### config.mk
export PLATFORM = sky130hd
export DESIGN_NAME = sms_front
export DESIGN_NICKNAME = d
export VERILOG_FILES = /design/src/rtl/core/sms_pkg.sv /design/src/rtl/core/sms_front.sv
export SDC_FILE = /design/constraint.sdc
export NUM_CORES = 1
export LEC_CHECK = 0
export BUFFER_PORTS_ARGS = -buffer_cell sky130_fd_sc_hd__buf_4
export CORE_UTILIZATION = 55
export DETAILED_ROUTE_END_ITERATION = 12
export PLACE_DENSITY = 0.84
export SYNTH_ARGS = -nofsm -noshare
export SYNTH_HDL_FRONTEND = slang
export SYNTH_SLANG_ARGS = --single-unit
### constraint.sdc
create_clock -name clk -period 14.6 [get_ports clk]
set_input_delay 3.65 -clock clk [delete_from_list [all_inputs] [get_ports clk]]
set_output_delay 3.65 -clock clk [all_outputs]
set_load 0.005 [all_outputs]
### src/rtl/core/sms_pkg.sv
// ----------------------------------------------------------------------------
// sms_pkg: shared types and codes of the sparse matrix sum block
// Request codes, job kinds, back-end states and the channel payload structs.
// ----------------------------------------------------------------------------
package sms_pkg;

  // request codes of the input channel
  localparam logic [1:0] REQ_ADD   = 2'd0;
  localparam logic [1:0] REQ_EMIT  = 2'd1;
  localparam logic [1:0] REQ_SYM   = 2'd2;
  localparam logic [1:0] REQ_CLEAR = 2'd3;

  // configuration register indexes
  localparam logic CFG_ROWS = 1'b0;
  localparam logic CFG_COLS = 1'b1;

  localparam int unsigned CFG_W   = 5;

  typedef struct packed {
    logic [1:0]         req_type;
    logic [3:0]         row_index;
    logic [3:0]         col_index;
    logic signed [31:0] entry_value;
  } in_item_t;

  typedef struct packed {
    logic [4:0]         out_col;
    logic signed [31:0] out_value;
    logic [9:0]         row_start;
    logic               is_symmetric;
    logic               last;
  } out_item_t;

  // work classes handed from the front end to the back end
  typedef enum logic [2:0] {
    K_ADD,
    K_EMIT,
    K_EMPTY,
    K_SYM,
    K_CLR
  } kind_t;

  typedef struct packed {
    kind_t       kind;
    logic [3:0]  row_index;
    logic [3:0]  col_index;
    logic [31:0] entry_value;
  } job_t;

  typedef enum logic [3:0] {
    ST_CLR,
    ST_IDLE,
    ST_ADD_RD,
    ST_ADD_WR,
    ST_CNT_RD,
    ST_CNT_CHK,
    ST_EM_RD,
    ST_EM_CHK,
    ST_TERM,
    ST_SY_A,
    ST_SY_B,
    ST_SY_C,
    ST_SY_OUT
  } state_t;

endpackage

### src/rtl/core/sms_front.sv
// ----------------------------------------------------------------------------
// sms_front: request intake and classification
// Accepts requests, drops out-of-range adds, and queues jobs for the back end.
// ----------------------------------------------------------------------------
module sms_front #(
  parameter int unsigned DIM = 16
) (
  input  logic                       clk,
  input  logic                       rst_n,
  input  logic                       start,
  input  sms_pkg::in_item_t          in_data,
  input  logic [$clog2(DIM+1)-1:0]   nr,
  input  logic [$clog2(DIM+1)-1:0]   nc,
  input  logic                       init_busy,
  input  logic                       pop,
  output logic                       busy,
  output logic                       job_valid,
  output sms_pkg::job_t              job
);
  import sms_pkg::*;

  job_t       q_r [2];
  logic       wp_r, rp_r;
  logic [1:0] cnt_r, cnt_nxt;
  job_t       cls;
  logic       keep;
  logic       push;

  // classify the incoming request
  always_comb begin
    cls.row_index   = in_data.row_index;
    cls.col_index   = in_data.col_index;
    cls.entry_value = in_data.entry_value;
    cls.kind        = K_ADD;
    keep            = 1'b1;
    case (in_data.req_type)
      REQ_ADD: begin
        keep = (int'(in_data.row_index) < int'(nr)) &&
               (int'(in_data.col_index) < int'(nc));
      end
      REQ_EMIT: begin
        cls.kind = (int'(in_data.row_index) < int'(nr)) ? K_EMIT : K_EMPTY;
      end
      REQ_SYM:   cls.kind = K_SYM;
      REQ_CLEAR: cls.kind = K_CLR;
      default:   keep = 1'b0;
    endcase
  end

  assign busy      = (cnt_r == 2'd2) || init_busy;
  assign push      = start && !busy && keep;
  assign job_valid = (cnt_r != 2'd0);
  assign job       = q_r[rp_r];

  always_comb begin
    cnt_nxt = cnt_r;
    if (push && !pop) begin
      cnt_nxt = cnt_r + 2'd1;
    end else if (pop && !push) begin
      cnt_nxt = cnt_r - 2'd1;
    end
  end

  // queue pointers
  always_ff @(posedge clk) begin
    if (!rst_n) begin
      wp_r  <= 1'b0;
      rp_r  <= 1'b0;
      cnt_r <= 2'd0;
    end else begin
      cnt_r <= cnt_nxt;
      if (push) begin
        wp_r <= ~wp_r;
      end
      if (pop) begin
        rp_r <= ~rp_r;
      end
    end
  end

  // queue storage
  always_ff @(posedge clk) begin
    if (push) begin
      q_r[wp_r] <= cls;
    end
  end

  a_cnt_bound: assert property (@(posedge clk) disable iff (!rst_n)
    cnt_r != 2'd3) else $error("queue count overflow");
  a_pop_valid: assert property (@(posedge clk) disable iff (!rst_n)
    pop |-> job_valid) else $error("pop from empty queue");
  a_full_block: assert property (@(posedge clk) disable iff (!rst_n)
    (cnt_r == 2'd2 && !pop) |=> cnt_r == 2'd2) else $error("full queue lost entry");

endmodule

### Word level (Yosys, flattened, before mapping)

Memories as Yosys holds them, arrays and structs flattened. A register that Yosys moved wholly into a read port is not among the register bits.
Cells that the tools add are included.

* register bits: 4
* RAM bits: 86
* input bits: 57
* output and inout bits: 45
* logic and storage cells: 35
* memories: 1

* $add $sub $neg: 2
* $lt $le $gt $ge: 2
* equal/unequal tests: 4
* multiplexer cells: 9
* bitwise operators: 2
* reductions and logical operators: 12

Memory list
* q_r: depth 2, width 43, read ports 1, clocked after Yosys merged registers in 1, wr ports 1, RTL line sms_front.sv:22 `job_t q_r [2];`

Operator list (count)
* 4-bit by 5-bit < comparator with 1-bit output: 2
* 3-bit case mux with 3 select lines: 1
* 2-bit equality test (second input constant): 3
* 2-bit two-way mux: 3
* 1-bit logical AND: 5
* 1-bit two-way mux: 5
* 2-bit nonzero test: 2
* 1-bit logical NOT: 3
* 2-bit by 1-bit adder with 2-bit output (second input constant): 1
* 2-bit by 1-bit equality test with 1-bit output (second input constant): 1
* 2-bit logical NOT: 1
* 1-bit inverter: 2
* 2-bit by 1-bit subtractor with 2-bit output (second input constant): 1
* 1-bit logical OR: 1

### Depth between registers and ports, before layout

* depth after elaboration: 9
* depth in mapped cells: 11

### Least setup slack after synthesis

OpenSTA, ideal clock, no wires.

* path kind: input-to-output
* start: input port init_busy
* end: output port busy
* arrival: 3830 ps
* data required time: 10950 ps
* setup slack: 7120 ps
* stages on the path: 1
* cell sequence: a21o_1

* cells in the longest elaborated chain, start to end: 1

Ends and longest elaborated chain
* from (decl): RTL line sms_front.sv:14 `input logic init_busy,`
* 1-bit logical OR: RTL line sms_front.sv:50 `assign busy = (cnt_r == 2'd2) || init_busy;`
* to (decl): RTL line sms_front.sv:16 `output logic busy,`

Every way passes these cells.

### Worst setup path after layout

Ends and elaborated chain as after synthesis.

==> results_dict.tcl <==
set metrics [dict create \
    dp_slack_ns 6.83 \
    report.final.hold_viol_count 0 \
    port_buffers 101 \
    dieArea_sq_um 6940 \
    ys_ff_latch 91 \
    crit_path_max_incr_delay_ns 0.20 \
    dp_hpwl_um 4260 \
    dieHeight_um 83.3 \
    slew-limit-headroom 0.303 \
    fin_ws_ns 6.83 \
    clk_path_buf_depth 2 \
    rsz0062_at_grt "no" \
    drtPass1Iterations 4 \
    syn_avg_cell_area_sq_um 18.4 \
    drtIter0Drc 101 \
    die_w_um 83.3 \
    cts.htree.levels 3 \
    fin_crit_sh 0.532 \
    p_per_area_nw_per_um2 118 \
    ant_nets 0 \
    cts_root_buf "clkbuf_8" \
    switching_share 0.224 \
    n_fill_cell 400 \
    initial_core_util 0.573 \
    cp_slowest_cell "a21o_1" \
    ys_async_sr_fraction 0 \
    grt_pass1_wl_um 10000 \
    crit_chain "buf_4 -> a21o_1 -> buf_4" \
    pwr-share-clk 0.293 \
    cts_tree "done" \
    postSynthCellCount 198 \
    whs_ns 0.574 \
    cap_violations 0 \
    cts_resized 0 \
    timing.critical_path.buf_inv 2 \
    vias 2028 \
    coreArea_sq_um 6350 \
    internal_power_uw 428 \
    layout-drive-gt1-share 0.554 \
    layout_common_cells "buf_4, edfxtp_1, mux2_2" \
    syn_to_final_growth_pct 29.0 \
    via_per_inst 5.21 \
    ys.warnings.count 0 \
    numClockSinks 91 \
    multi_input_area_sq_um 907 \
    postCtsSetupBuffers 0 \
    first_global_vias 2138 \
    rows 29 \
    peakVddDrop_mv 0.0814 \
    ys.flop_type "edfxtp_1" \
    nNetsFinal 371 \
    path_depth 3 \
    p_seq_frac 0.567 \
    drcViolationCount 0 \
    crit_path_end_kind "output port" \
    finalClockSkew_ns 0.00801 \
    synth_edf_count 86 \
    crit_type "primary input to output port" \
    grtUsageTotal 0.192 \
    worst_pin_slew_ns 1.05 \
    r2r_cells 5 \
    p_switching_uw 124 \
    post-route-util 0.739 \
    clkTransAtPathRegs_ns 0.09 \
    hp-class "register to register" \
    cts-buffers-inserted 9 \
    crit_top_cell "buf_4" \
    syn_nets 262 \
    ys_seq_area_frac 0.738 \
    postCtsHoldBufs 0 \
    synthesis.area_sq_um 3640 \
    start_kind "primary input" \
    antenna_cells 0 \
    p_leak_nw 1.79 \
    final_common_cell "buf_4" \
    clk_latency_ns 0.34 \
    routed_wl_um 6360 \
    wire_per_inst_um 16.3 \
    gp_congestion 0.711 \
    regArea_sq_um 2680 \
    io_pins 102 \
    fmax_mhz 129 \
    cp.required_ns 10.95 \
    antenna_found_initial 0 \
    cp_top_family "buffers and inverters" \
    pwr-share-comb 0.140 \
    status "finished clean" \
    grt_max_degree 44 \
    overflow 0 \
    setup_viol 0 \
    crit_fanout 3 \
    hold_depth 2 \
    post-route-min-period_ns 7.77 \
    ys_types 35 \
    drv_slew 0 \
    finalSetupTns_ns 0 \
    worstPathArrival_ns 4.12 \
]
-- worst reg2reg max path: cells and delay by family (launching register included) --
kind	cells	cell delay, ns
AOI/OAI and AO/OA	1	0.28
buffers and inverters	2	0.57
DFF	1	0.42
and+or+nand+nor	2	0.22
-- path summary, 6_finish.rpt --
check                                      startpoint             endpoint  slack [ns]
worst max-delay path                        init_busy                 busy        6.83
worst min register to register      rp_r$_SDFFE_PN0P_             register        0.57
worst max register to register  cnt_r[0]$_SDFFE_PN0P_  q_r[1][3]$_DFFE_PP_       12.73
worst min-delay path                rp_r$_SDFFE_PN0P_             register        0.57
-- area by class of cell --
type                       instances  area share
timing repair buffer             103       0.165
tap                               77      0.0205
inverter                          10     0.00800
sequential                        91       0.572
clock inverter                     7      0.0144
multi-input combinational         92       0.193
clock buffer                       9      0.0264
-- per-stage QoR --
| stage | total power, mW | cells | instance area (sq um) |
|---|---|---|---|
| 2_1_floorplan | 0.354 | 198 | 3640 |
| 3_3_place_gp | 0.394 | 373 | 4500 |
| 3_5_place_dp | 0.397 | 373 | 4500 |
| 4_1_cts | 0.559 | 389 | 4690 |
| 5_1_grt | 0.576 | 389 | 4690 |
| 6_report | 0.552 | 389 | 4690 |
-- logic make-up after synthesis --
family	count (synthesis)	synth area share
muxes	43	0.133
adders and majority gates	7	0.0241
and+or+nand+nor	25	0.0423
xor gates and xnor gates	3	0.00723
buffers and inverters	15	0.0172
AOI/OAI and AO/OA	14	0.0382
DFF	91	0.738
-- cells in the mapped netlist (all sizes together) (3+ instances only) --
master	instances	area, sq um
ha	7	87.6
nand2	4	15.0
edfxtp	86	2580
inv	10	37.5
and2	4	25.0
o21ai	3	15.0
mux2	43	484
buf	5	25.0
dfxtp	5	100
nor2b	3	18.8
-- routing by layer --
metal | up-vias | track usage | wire (um)
met1 | 983 | 0.215 | 2420
met2 | 65 | 0.346 | 3490
met5 | - | 0 | 0
li1 | 973 | - | -
met4 | 0 | 0.0486 | 48
met3 | 7 | 0.0686 | 394
-- state kept, by name, summed over array words and instances (netlist names), named ones only --
register / cells
rp_r: 1
q_r: 86
cnt_r: 2
wp_r: 1
-- power by group through the flow --
stage / sequential, mW / combinational, mW / clock, mW
after floorplan: 0.313 / 0.0407 / 0
after global placement: 0.318 / 0.0758 / 0
after detailed placement: 0.319 / 0.0781 / 0
after CTS: 0.313 / 0.0786 / 0.167
after global routing: 0.315 / 0.0838 / 0.177
final: 0.313 / 0.0772 / 0.162
(Power assumes the default switching activity.)
